===== src/hw/rtl/dasd_pkg.sv =====
// ----------------------------------------------------------------------------
// dasd_pkg
// types, codes and calendar helpers shared by the date adder modules
// ----------------------------------------------------------------------------
package dasd_pkg;

  localparam int CYCLE_DAYS  = 146097;
  localparam int CYCLE_YEARS = 400;

  localparam logic [1:0] ST_OK         = 2'd0;
  localparam logic [1:0] ST_BAD_DATE   = 2'd1;
  localparam logic [1:0] ST_YEAR_RANGE = 2'd2;

  localparam logic [3:0] MON_JAN = 4'd1;
  localparam logic [3:0] MON_FEB = 4'd2;
  localparam logic [3:0] MON_DEC = 4'd12;

  typedef enum logic [2:0] {
    S_IDLE,
    S_MOD,
    S_CHECK,
    S_CYC,
    S_STEP
  } state_t;

  typedef enum logic [3:0] {
    OP_NONE,
    OP_LOAD,
    OP_MOD,
    OP_CYC,
    OP_ADJ,
    OP_STEP,
    OP_DONE_OK,
    OP_DONE_BAD,
    OP_DONE_OOR
  } dp_op_t;

  typedef struct packed {
    dp_op_t op;
  } cmd_t;

  typedef struct packed {
    logic mod_last;
    logic date_bad;
    logic cyc_due;
    logic year_oor;
    logic month_due;
  } flags_t;

  // year mod 400 residue plus low year bits give the leap rule
  function automatic logic is_leap(input logic [1:0] ylo, input logic [8:0] r400);
    logic cent;
    cent = (r400 == 9'd100) || (r400 == 9'd200) || (r400 == 9'd300);
    return (ylo == 2'd0) && !cent;
  endfunction

  function automatic logic [4:0] month_len(input logic [3:0] mon, input logic leap);
    logic [4:0] len;
    case (mon) inside
      4'd1, 4'd3, 4'd5, 4'd7, 4'd8, 4'd10, 4'd12: len = 5'd31;
      4'd4, 4'd6, 4'd9, 4'd11:                   len = 5'd30;
      MON_FEB:                                   len = leap ? 5'd29 : 5'd28;
      default:                                   len = 5'd0;
    endcase
    return len;
  endfunction

endpackage


===== src/hw/rtl/dasd_ctrl.sv =====
// ----------------------------------------------------------------------------
// dasd_ctrl
// sequencer for the date adder: residue setup, check, 400-year and month steps
// ----------------------------------------------------------------------------
module dasd_ctrl (
  input  logic            clk,
  input  logic            rst_n,
  input  logic            start,
  output logic            busy,
  input  dasd_pkg::flags_t flags,
  output dasd_pkg::cmd_t  cmd
);

  dasd_pkg::state_t state_r;
  dasd_pkg::state_t state_nxt;

  always_ff @(posedge clk) begin
    if (!rst_n) begin
      state_r <= dasd_pkg::S_IDLE;
    end else begin
      state_r <= state_nxt;
    end
  end

  always_comb begin
    state_nxt = state_r;
    unique case (state_r)
      dasd_pkg::S_IDLE: begin
        if (start) state_nxt = dasd_pkg::S_MOD;
      end
      dasd_pkg::S_MOD: begin
        if (flags.mod_last) state_nxt = dasd_pkg::S_CHECK;
      end
      dasd_pkg::S_CHECK: begin
        state_nxt = flags.date_bad ? dasd_pkg::S_IDLE : dasd_pkg::S_CYC;
      end
      dasd_pkg::S_CYC: begin
        if (flags.year_oor) state_nxt = dasd_pkg::S_IDLE;
        else if (!flags.cyc_due) state_nxt = dasd_pkg::S_STEP;
      end
      dasd_pkg::S_STEP: begin
        if (flags.year_oor || !flags.month_due) state_nxt = dasd_pkg::S_IDLE;
      end
      default: state_nxt = dasd_pkg::S_IDLE;
    endcase
  end

  always_comb begin
    cmd.op = dasd_pkg::OP_NONE;
    unique case (state_r)
      dasd_pkg::S_IDLE: begin
        if (start) cmd.op = dasd_pkg::OP_LOAD;
      end
      dasd_pkg::S_MOD: begin
        cmd.op = dasd_pkg::OP_MOD;
      end
      dasd_pkg::S_CHECK: begin
        if (flags.date_bad) cmd.op = dasd_pkg::OP_DONE_BAD;
      end
      dasd_pkg::S_CYC: begin
        if (flags.year_oor) cmd.op = dasd_pkg::OP_DONE_OOR;
        else if (flags.cyc_due) cmd.op = dasd_pkg::OP_CYC;
        else cmd.op = dasd_pkg::OP_ADJ;
      end
      dasd_pkg::S_STEP: begin
        if (flags.year_oor) cmd.op = dasd_pkg::OP_DONE_OOR;
        else if (flags.month_due) cmd.op = dasd_pkg::OP_STEP;
        else cmd.op = dasd_pkg::OP_DONE_OK;
      end
      default: cmd.op = dasd_pkg::OP_NONE;
    endcase
  end

  assign busy = (state_r != dasd_pkg::S_IDLE);

endmodule


===== src/hw/rtl/dasd_dp.sv =====
// ----------------------------------------------------------------------------
// dasd_dp
// datapath for the date adder: year residue, day and month counters, result
// ----------------------------------------------------------------------------
module dasd_dp #(
  parameter int YEAR_BITS   = 16,
  parameter int OFFSET_BITS = 16
) (
  input  logic                   clk,
  input  logic                   rst_n,
  input  dasd_pkg::cmd_t         cmd,
  output dasd_pkg::flags_t       flags,
  input  logic [YEAR_BITS-1:0]   in_year_in,
  input  logic [3:0]             in_month_in,
  input  logic [4:0]             in_day_in,
  input  logic [OFFSET_BITS-1:0] in_day_offset,
  output logic                   out_valid,
  output logic [YEAR_BITS-1:0]   out_year_out,
  output logic [3:0]             out_month_out,
  output logic [4:0]             out_day_out,
  output logic [1:0]             out_status
);

  localparam int YW   = YEAR_BITS + 2;
  localparam int DW   = OFFSET_BITS + 2;
  localparam int CMPW = (DW > 20) ? DW : 20;
  localparam int QS   = YEAR_BITS + 9;
  localparam int PW   = 2 * YEAR_BITS + 1;
  localparam int QW   = YEAR_BITS - 8;

  // reciprocal of 400 scaled by 2^QS, exact quotient for every year value
  localparam logic [63:0] RECIP = ((64'd1 << QS) + 64'd399) / 64'd400;

  localparam logic signed [CMPW-1:0] CYC_POS = CMPW'(dasd_pkg::CYCLE_DAYS);
  localparam logic signed [CMPW-1:0] CYC_NEG = -CYC_POS;
  localparam logic signed [YW-1:0]   CYC_YRS = YW'(dasd_pkg::CYCLE_YEARS);

  logic [YEAR_BITS-1:0] yin_r;
  logic [3:0]           min_r;
  logic [4:0]           din_r;
  logic                 cnt_r, cnt_nxt;
  logic [QW-1:0]        quo_r, quo_nxt;
  logic [8:0]           r400_r, r400_nxt;
  logic signed [YW-1:0] year_r, year_nxt;
  logic [3:0]           month_r, month_nxt;
  logic signed [DW-1:0] day_r, day_nxt;

  logic                 out_valid_r;
  logic [YEAR_BITS-1:0] year_out_r;
  logic [3:0]           month_out_r;
  logic [4:0]           day_out_r;
  logic [1:0]           status_r;

  logic                   leap;
  logic [4:0]             cur_len;
  logic [4:0]             prev_len;
  logic [3:0]             month_dec;
  logic signed [CMPW-1:0] day_ext;
  logic [PW-1:0]          quo_prod;
  logic [YEAR_BITS-1:0]   quo_mul;
  logic                   day_hi;
  logic                   day_lo;

  assign leap      = dasd_pkg::is_leap(year_r[1:0], r400_r);
  assign cur_len   = dasd_pkg::month_len(month_r, leap);
  assign month_dec = month_r - 4'd1;
  assign prev_len  = dasd_pkg::month_len(month_dec, leap);
  assign day_ext   = $signed({{(CMPW - DW){day_r[DW-1]}}, day_r});
  assign quo_prod  = PW'(yin_r) * PW'(RECIP);
  assign quo_mul   = YEAR_BITS'(quo_r) * YEAR_BITS'(dasd_pkg::CYCLE_YEARS);
  assign day_hi    = day_r > $signed(DW'(cur_len));
  assign day_lo    = day_r[DW-1] || (day_r == '0);

  assign flags.mod_last  = (cnt_r == 1'b0);
  assign flags.date_bad  = (min_r == 4'd0) || (min_r > dasd_pkg::MON_DEC) || (din_r == 5'd0) ||
                           (din_r > cur_len);
  assign flags.cyc_due   = (day_ext >= CYC_POS) || (day_ext <= CYC_NEG);
  assign flags.year_oor  = year_r[YW-1] || (year_r[YW-2:YEAR_BITS] != '0);
  assign flags.month_due = day_hi || day_lo;

  always_comb begin
    cnt_nxt   = cnt_r;
    quo_nxt   = quo_r;
    r400_nxt  = r400_r;
    year_nxt  = year_r;
    month_nxt = month_r;
    day_nxt   = day_r;
    case (cmd.op)
      dasd_pkg::OP_LOAD: begin
        cnt_nxt   = 1'b1;
        r400_nxt  = 9'd0;
        year_nxt  = $signed(YW'(in_year_in));
        month_nxt = in_month_in;
        day_nxt   = $signed({{(DW - OFFSET_BITS){in_day_offset[OFFSET_BITS-1]}}, in_day_offset});
      end
      dasd_pkg::OP_MOD: begin
        cnt_nxt = 1'b0;
        if (cnt_r) begin
          quo_nxt = quo_prod[PW-1:QS];
        end else begin
          r400_nxt = 9'(yin_r - quo_mul);
        end
      end
      dasd_pkg::OP_CYC: begin
        if (day_ext >= CYC_POS) begin
          day_nxt  = DW'(day_ext - CYC_POS);
          year_nxt = year_r + CYC_YRS;
        end else begin
          day_nxt  = DW'(day_ext + CYC_POS);
          year_nxt = year_r - CYC_YRS;
        end
      end
      dasd_pkg::OP_ADJ: begin
        day_nxt = day_r + $signed(DW'(din_r));
      end
      dasd_pkg::OP_STEP: begin
        if (day_hi) begin
          day_nxt = day_r - $signed(DW'(cur_len));
          if (month_r == dasd_pkg::MON_DEC) begin
            month_nxt = dasd_pkg::MON_JAN;
            year_nxt  = year_r + YW'(1);
            r400_nxt  = (r400_r == 9'd399) ? 9'd0 : r400_r + 9'd1;
          end else begin
            month_nxt = month_r + 4'd1;
          end
        end else begin
          if (month_r == dasd_pkg::MON_JAN) begin
            month_nxt = dasd_pkg::MON_DEC;
            year_nxt  = year_r - YW'(1);
            r400_nxt  = (r400_r == 9'd0) ? 9'd399 : r400_r - 9'd1;
            day_nxt   = day_r + $signed(DW'(5'd31));
          end else begin
            month_nxt = month_dec;
            day_nxt   = day_r + $signed(DW'(prev_len));
          end
        end
      end
      default: begin
      end
    endcase
  end

  always_ff @(posedge clk) begin
    cnt_r   <= cnt_nxt;
    quo_r   <= quo_nxt;
    r400_r  <= r400_nxt;
    year_r  <= year_nxt;
    month_r <= month_nxt;
    day_r   <= day_nxt;
    if (cmd.op == dasd_pkg::OP_LOAD) begin
      yin_r <= in_year_in;
      min_r <= in_month_in;
      din_r <= in_day_in;
    end
  end

  always_ff @(posedge clk) begin
    if (!rst_n) begin
      out_valid_r <= 1'b0;
    end else begin
      out_valid_r <= (cmd.op == dasd_pkg::OP_DONE_OK) || (cmd.op == dasd_pkg::OP_DONE_BAD) ||
                     (cmd.op == dasd_pkg::OP_DONE_OOR);
    end
  end

  always_ff @(posedge clk) begin
    case (cmd.op)
      dasd_pkg::OP_DONE_OK: begin
        year_out_r  <= year_r[YEAR_BITS-1:0];
        month_out_r <= month_r;
        day_out_r   <= day_r[4:0];
        status_r    <= dasd_pkg::ST_OK;
      end
      dasd_pkg::OP_DONE_BAD, dasd_pkg::OP_DONE_OOR: begin
        year_out_r  <= yin_r;
        month_out_r <= min_r;
        day_out_r   <= din_r;
        status_r    <= (cmd.op == dasd_pkg::OP_DONE_BAD) ? dasd_pkg::ST_BAD_DATE
                                                         : dasd_pkg::ST_YEAR_RANGE;
      end
      default: begin
      end
    endcase
  end

  assign out_valid     = out_valid_r;
  assign out_year_out  = year_out_r;
  assign out_month_out = month_out_r;
  assign out_day_out   = day_out_r;
  assign out_status    = status_r;

endmodule


===== src/hw/rtl/date_add_signed_days_core.sv =====
// ----------------------------------------------------------------------------
// date_add_signed_days_core
// adds a signed day offset to a Gregorian date, one month per cycle
// ----------------------------------------------------------------------------
// An item is taken when start is high and busy is low. It then forms
// the year mod 400 residue by reciprocal multiplication, checks the
// date, steps the offset by each whole 400-year span, adds the day of
// month, and crosses one month boundary per step until the day fits;
// the last step loads the result register. The result shows for exactly
// one cycle with out_valid; the receiver cannot stall, so it must take
// every transfer.
module date_add_signed_days_core #(
  parameter int YEAR_BITS   = 16,
  parameter int OFFSET_BITS = 16
) (
  input  logic                   clk,
  input  logic                   rst_n,
  input  logic                   start,
  output logic                   busy,
  input  logic [YEAR_BITS-1:0]   in_year_in,
  input  logic [3:0]             in_month_in,
  input  logic [4:0]             in_day_in,
  input  logic [OFFSET_BITS-1:0] in_day_offset,
  output logic                   out_valid,
  output logic [YEAR_BITS-1:0]   out_year_out,
  output logic [3:0]             out_month_out,
  output logic [4:0]             out_day_out,
  output logic [1:0]             out_status
);

  dasd_pkg::cmd_t   cmd;
  dasd_pkg::flags_t flags;

  dasd_ctrl u_ctrl (
    .clk   (clk),
    .rst_n (rst_n),
    .start (start),
    .busy  (busy),
    .flags (flags),
    .cmd   (cmd)
  );

  dasd_dp #(
    .YEAR_BITS   (YEAR_BITS),
    .OFFSET_BITS (OFFSET_BITS)
  ) u_dp (
    .clk           (clk),
    .rst_n         (rst_n),
    .cmd           (cmd),
    .flags         (flags),
    .in_year_in    (in_year_in),
    .in_month_in   (in_month_in),
    .in_day_in     (in_day_in),
    .in_day_offset (in_day_offset),
    .out_valid     (out_valid),
    .out_year_out  (out_year_out),
    .out_month_out (out_month_out),
    .out_day_out   (out_day_out),
    .out_status    (out_status)
  );

  a_start_busy: assert property (@(posedge clk) disable iff (!rst_n)
    start && !busy |=> busy)
    else $error("accepted item did not raise busy");

  a_done_idle: assert property (@(posedge clk) disable iff (!rst_n)
    out_valid |-> !busy)
    else $error("result transfer while still busy");

  a_single_strobe: assert property (@(posedge clk) disable iff (!rst_n)
    out_valid |=> !out_valid)
    else $error("result strobe held longer than one cycle");

  a_ok_date: assert property (@(posedge clk) disable iff (!rst_n)
    out_valid && (out_status == dasd_pkg::ST_OK) |->
      (out_month_out != 4'd0) && (out_month_out <= dasd_pkg::MON_DEC) &&
      (out_day_out != 5'd0))
    else $error("ok result with malformed date");

endmodule

===== config.mk =====
export PLATFORM = sky130hd
export DESIGN_NAME = date_add_signed_days_core
export DESIGN_NICKNAME = d
export VERILOG_FILES = /design/src/hw/rtl/dasd_pkg.sv /design/src/hw/rtl/dasd_ctrl.sv /design/src/hw/rtl/dasd_dp.sv /design/src/hw/rtl/date_add_signed_days_core.sv
export SDC_FILE = /design/constraint.sdc
export NUM_CORES = 1
export LEC_CHECK = 0
export ABC_CLOCK_PERIOD_IN_PS = 8100
export BUFFER_PORTS_ARGS = -buffer_cell sky130_fd_sc_hd__buf_2
export CORE_MARGIN = 5
export CORE_UTILIZATION = 50
export DETAILED_ROUTE_END_ITERATION = 16
export PLACE_DENSITY = 0.76
export SYNTH_ARGS = -nofsm -noshare
export SYNTH_HDL_FRONTEND = slang
export SYNTH_HIERARCHICAL = 1
export SYNTH_SLANG_ARGS = --single-unit

===== constraint.sdc =====
create_clock -name clk -period 8.1 [get_ports clk]
set_input_delay 0.81 -clock clk [delete_from_list [all_inputs] [get_ports clk]]
set_output_delay 0.81 -clock clk [all_outputs]
set_load 0.1 [all_outputs]

# After elaboration in Yosys (flattened, before gate mapping)
# Index checks and enable logic that the tools add are counted.
# W data, S select, Z words.
# word_totals
reg_bits,114
# classes
reduce_logical,37
n_mux,47
n_addsub,15
n_eq_ne,47
magnitude_cmp,5
mul,2
# op_table
op,count
$mux W18,7
$pmux W18 S4,1
$mux W9,6
$pmux W18 S3,1
$eq A4 B3 Y1 const B,12
$eq A4 B4 Y1 const B,11
$add A18 B6 Y18,2
$mul A16 B17 Y33 const B,1
$pmux W16 S2,1
$mux W5,6
$pmux W9 S3,1
$eq A4 B2 Y1 const B,6
$mux W3,7
$mux W4,5
$pmux W4 S5,1
$ge A18 B19 Y1 const B,1
$le A18 B19 Y1 const B,1
$add A18 B10 Y18 const B,1
$add A18 B18 Y18 const B,1
$add A18 B2 Y18 const B,1
$add A18 B6 Y18 const B,1
$eq A9 B9 Y1 const B,2
$gt A18 B6 Y1,1
$logic_not A18 Y1,1
other kinds (46),75

# Longest topological paths before layout
# logic_depth
depth_word,17
mapped_depth,34
ltp_nobuf,33

# Cells and area by module
# Netlist, hierarchy kept.
# modules_own_cells
mod,area_per_inst_um2,instances,cells_each,seq_area_each_um2
dasd_dp,12741.0,1,1274,3233.1
dasd_ctrl,339.1,1,40,60.1

# Worst setup path after synthesis
# OpenSTA, ideal clock, no wires.
# synth_timing
path_type,register to register
startpoint,reg u_dp.month_r[0]
endpoint,"reg u_dp.day_r[17], data pin"
stages_incl_launch_ff,27
arrival_time_ns,6.555
slack_ns,1.273
n_path_buf,0
required_ns,7.828
synth_period_minus_slack_ns,6.827
cell_sequence,edfxtp_1 -> inv_1 -> ha_1 -> nor2_1 -> a21oi_1 -> o32ai_1 -> inv_1 -> a21oi_1 -> ha_1 -> o21ai_0 -> a21oi_1 -> o22ai_1 -> nand3_1 -> a211o_1 -> and4bb_1 -> o21ai_4 -> o31ai_1 -> nor3_1 -> inv_1 -> ha_1 -> or2_4 -> o41ai_4 -> o31ai_2 -> o311a_4 -> o311a_1 -> o21a_1 -> or4_1
# synth_rtl
item,line_no,text
start: declaration,dasd_dp.sv:45,"logic [3:0] month_r, month_nxt;"
start signal: assignment,dasd_dp.sv:148,month_r <= month_nxt;
end signal: assignment,dasd_dp.sv:149,day_r <= day_nxt;
end: declaration,dasd_dp.sv:46,"logic signed [DW-1:0] day_r, day_nxt;"

==> results.yml <==
timing:
  fin_tns_setup_ns: 0
  slew_viol_final: 0
  setup_ws_ns: 0.6781
  hold_violations: 0
  final.period_utilization_pct: 91.63
  fmax_mhz: 134.7
  fin_crit_ns: 7.422
  setup_viol: 0
  finClkSkew_ns: 0.01195
  slew_headroom_pct: 32.72
  worst_pin_slew_ns: 1.006
  rsz0062_at_grt: "false"
worst_setup_path:
  slowest_stage: "edfxtp_1"
  worst-setup-path-type: "flop to flop"
  ff2ff_setup_slack_ns: 0.68
  critPathLaunchType: "flop"
  path_buf_inv: 3
  worst-endpoint-required_ns: 8.20
  worst-path-max-fanout: 9
  endpoint_kind: "flop"
  r2r-start: "u_dp/month_r[0]"
  r2r.worst_path.cells: 28
  arrival_ns: 7.52
  cp_top_family: "compound AO/OA/AOI/OAI gates"
  regToRegEndpoint: "u_dp/day_r[17]"
  critical-path-max-stage-delay_ns: 0.55
final_layout:
  drive_gt1_share_pct: 10.04
  num-fill-cells: 2218
  final_nets: 1734
  syn_to_final_growth_pct: 8.045
  n_antenna_cell: 0
  multi_input_area_um2: 9047
  register_area_um2: 3293
placement:
  place.gp.congestion: 0.9155
  port_buffers: 72
  dp_hpwl_um: 25330
  place_ws_ns: 0.7388
grt:
  grt_use_total_pct: 22.39
  gr-total-overflow: 0
  grt_pass1_wl_um: 52700
  grt_pass1_vias: 10120
  antenna_found_initial: 0
  grt_max_degree: 42
yosys:
  synth_cell_types: 79
  synthCells: 1314
  async_reset_ff_share_pct: 0
  syn_avg_cell_area_um2: 9.954
  ys_ff_latch: 111
  synth.most_common_cell: "ha_1"
  synth_ff_type: "edfxtp_1"
  seq_area_frac_synth_pct: 25.18
  synth_area_um2: 13080
  synth_edf_count: 107
  yosysTopAreaCell: "edfxtp_1"
  netlist.area_leader.share_pct: 24.56
  synthTopCellsByCount: "199 x ha_1, 173 x inv_1, 107 x edfxtp_1"
  ys_top_cells_by_area: "edfxtp_1 25%, ha_1 19%, fa_1 16%"
  yosysWarnings: 6
clocking:
  numCtsBuffers: 9
  cts.sinks: 111
  clk_path_buf_depth: 2
  hold_buffers: 0
  cts_root_buffer: "clkbuf_16"
  worst_skew_pair.late_latency_ns: 0.36
  h-tree-depth: 3
  post_cts_buffers: 0
  cts_tree: "done"
  ctsResizeCount: 0
  clk_pin_slew_ns: 0.08
die:
  rows: 59
  initial_core_util_pct: 50.48
  io_pins: 73
  die_area_um2: 29490
  core_um2: 25910
  die_y_um: 171.7
  dieWidth_um: 171.7
detailed_routing:
  firstDrtPassIters: 6
  via_per_inst: 5.893
  antenna_left: 0
  route.vias.total: 10190
  drc: 0
  drt-wirelength-per-cell_um: 18.67
  drt_iter0_drc: 894
  wirelength_um: 32270
run_status:
  outcome: "finished, final reports clean"
min_path:
  holdCritStartpoint: "u_dp/year_r[2]"
  hold_end: "u_dp/out_year_out[2]"
  hold_class: "flop to flop"
  whs_path_depth: 1
flow_run:
  maxCapViolCount: 0
## per-layer routing
layer / up-vias / wire (um) / global-route usage (%)
met2: 394 / 14960 / 35.93
met5: - / 0 / 0
met1: 4924 / 14280 / 32.08
li1: 4834 / - / -
met3: 37 / 2508 / 3.815
met4: 0 / 523 / 4.956
## cell families after synthesis
group                    Yosys count  synth area share (%)
AO/OA/AOI/OAI                    285                 15.25
XOR/XNOR                          65                 4.352
adder cells (fa/ha/maj)          301                 34.65
buffers and inverters            210                 6.189
flip-flops                       111                 25.18
multiplexers                      25                 2.085
other                              2               0.05742
AND/OR/NAND/NOR                  315                 12.24
## registers in the layout (all words and copies together) (netlist names), 2 cells and up
register / cells
u_dp/year_r: 18
u_dp/yin_r: 16
u_ctrl/state_r: 3
u_dp/out_status: 2
u_dp/quo_r: 5
u_dp/day_r: 18
u_dp/out_day_out: 5
u_dp/min_r: 4
u_dp/din_r: 5
u_dp/month_r: 4
u_dp/out_month_out: 4
u_dp/out_year_out: 16
u_dp/r400_r: 9
## final cells by class
class	count	share of cell area, %
well taps	335	2.966
clock buffers	10	1.620
flip-flops and latches	111	23.30
inverters	174	4.622
repair buffers	82	3.081
multi-input cells	1011	64.02
clock inverters	6	0.3896
## placed cells by master (no fill, tap or decap), drive strengths merged, types with 6 or more instances in the layout
| cell | instances |
|---|---|
| ha | 199 |
| inv | 177 |
| edfxtp | 107 |
| fa | 102 |
| buf | 82 |
| nand2 | 80 |
| o21ai | 67 |
| nor2 | 65 |
| a21oi | 52 |
| xnor2 | 39 |
| nor3 | 31 |
| xor2 | 26 |
| nand3 | 25 |
| nand2b | 20 |
| conb | 20 |
| mux2 | 18 |
| a21o | 16 |
| or3 | 15 |
| o21a | 14 |
| and3 | 12 |
| a31oi | 12 |
| or2 | 12 |
| a211oi | 11 |
| nor2b | 10 |
| o22ai | 10 |
| and2 | 10 |
| o221ai | 10 |
| clkbuf | 10 |
| o211ai | 9 |
| o41ai | 9 |
| a22oi | 8 |
| o31ai | 8 |
| mux2i | 7 |
| nand4 | 7 |
| nor4 | 7 |
| nand3b | 6 |
| a221o | 6 |
| a32oi | 6 |
| a21boi | 6 |
| o31a | 6 |
## worst max path at each step
stage          cells after the start             end             from  slack, ns
6_report                          28  u_dp/day_r[17]  u_dp/month_r[0]       0.68
5_1_grt                           30  u_dp/day_r[14]  u_dp/month_r[0]       0.10
4_1_cts                           28  u_dp/day_r[17]  u_dp/month_r[0]       0.73
3_5_place_dp                      28  u_dp/day_r[17]  u_dp/month_r[0]       0.74
3_3_place_gp                      28  u_dp/day_r[17]  u_dp/month_r[0]       1.04
2_1_floorplan                     26  u_dp/day_r[17]  u_dp/month_r[0]       1.27
## metrics by stage
stage	hold WS [ns]	instances	utilization [%]	instance area [um^2]
floorplan	0.5219	1332	-	13150
global placement	0.5787	1713	53.45	13850
detailed placement	0.5899	1713	53.45	13850
CTS	0.6127	1729	54.54	14130
global route	0.6131	1729	54.54	14130
finish	0.6200	1729	54.54	14130
Power is not shown: default switching activity piles up to over one toggle a cycle in this logic, so the estimate is an artifact.
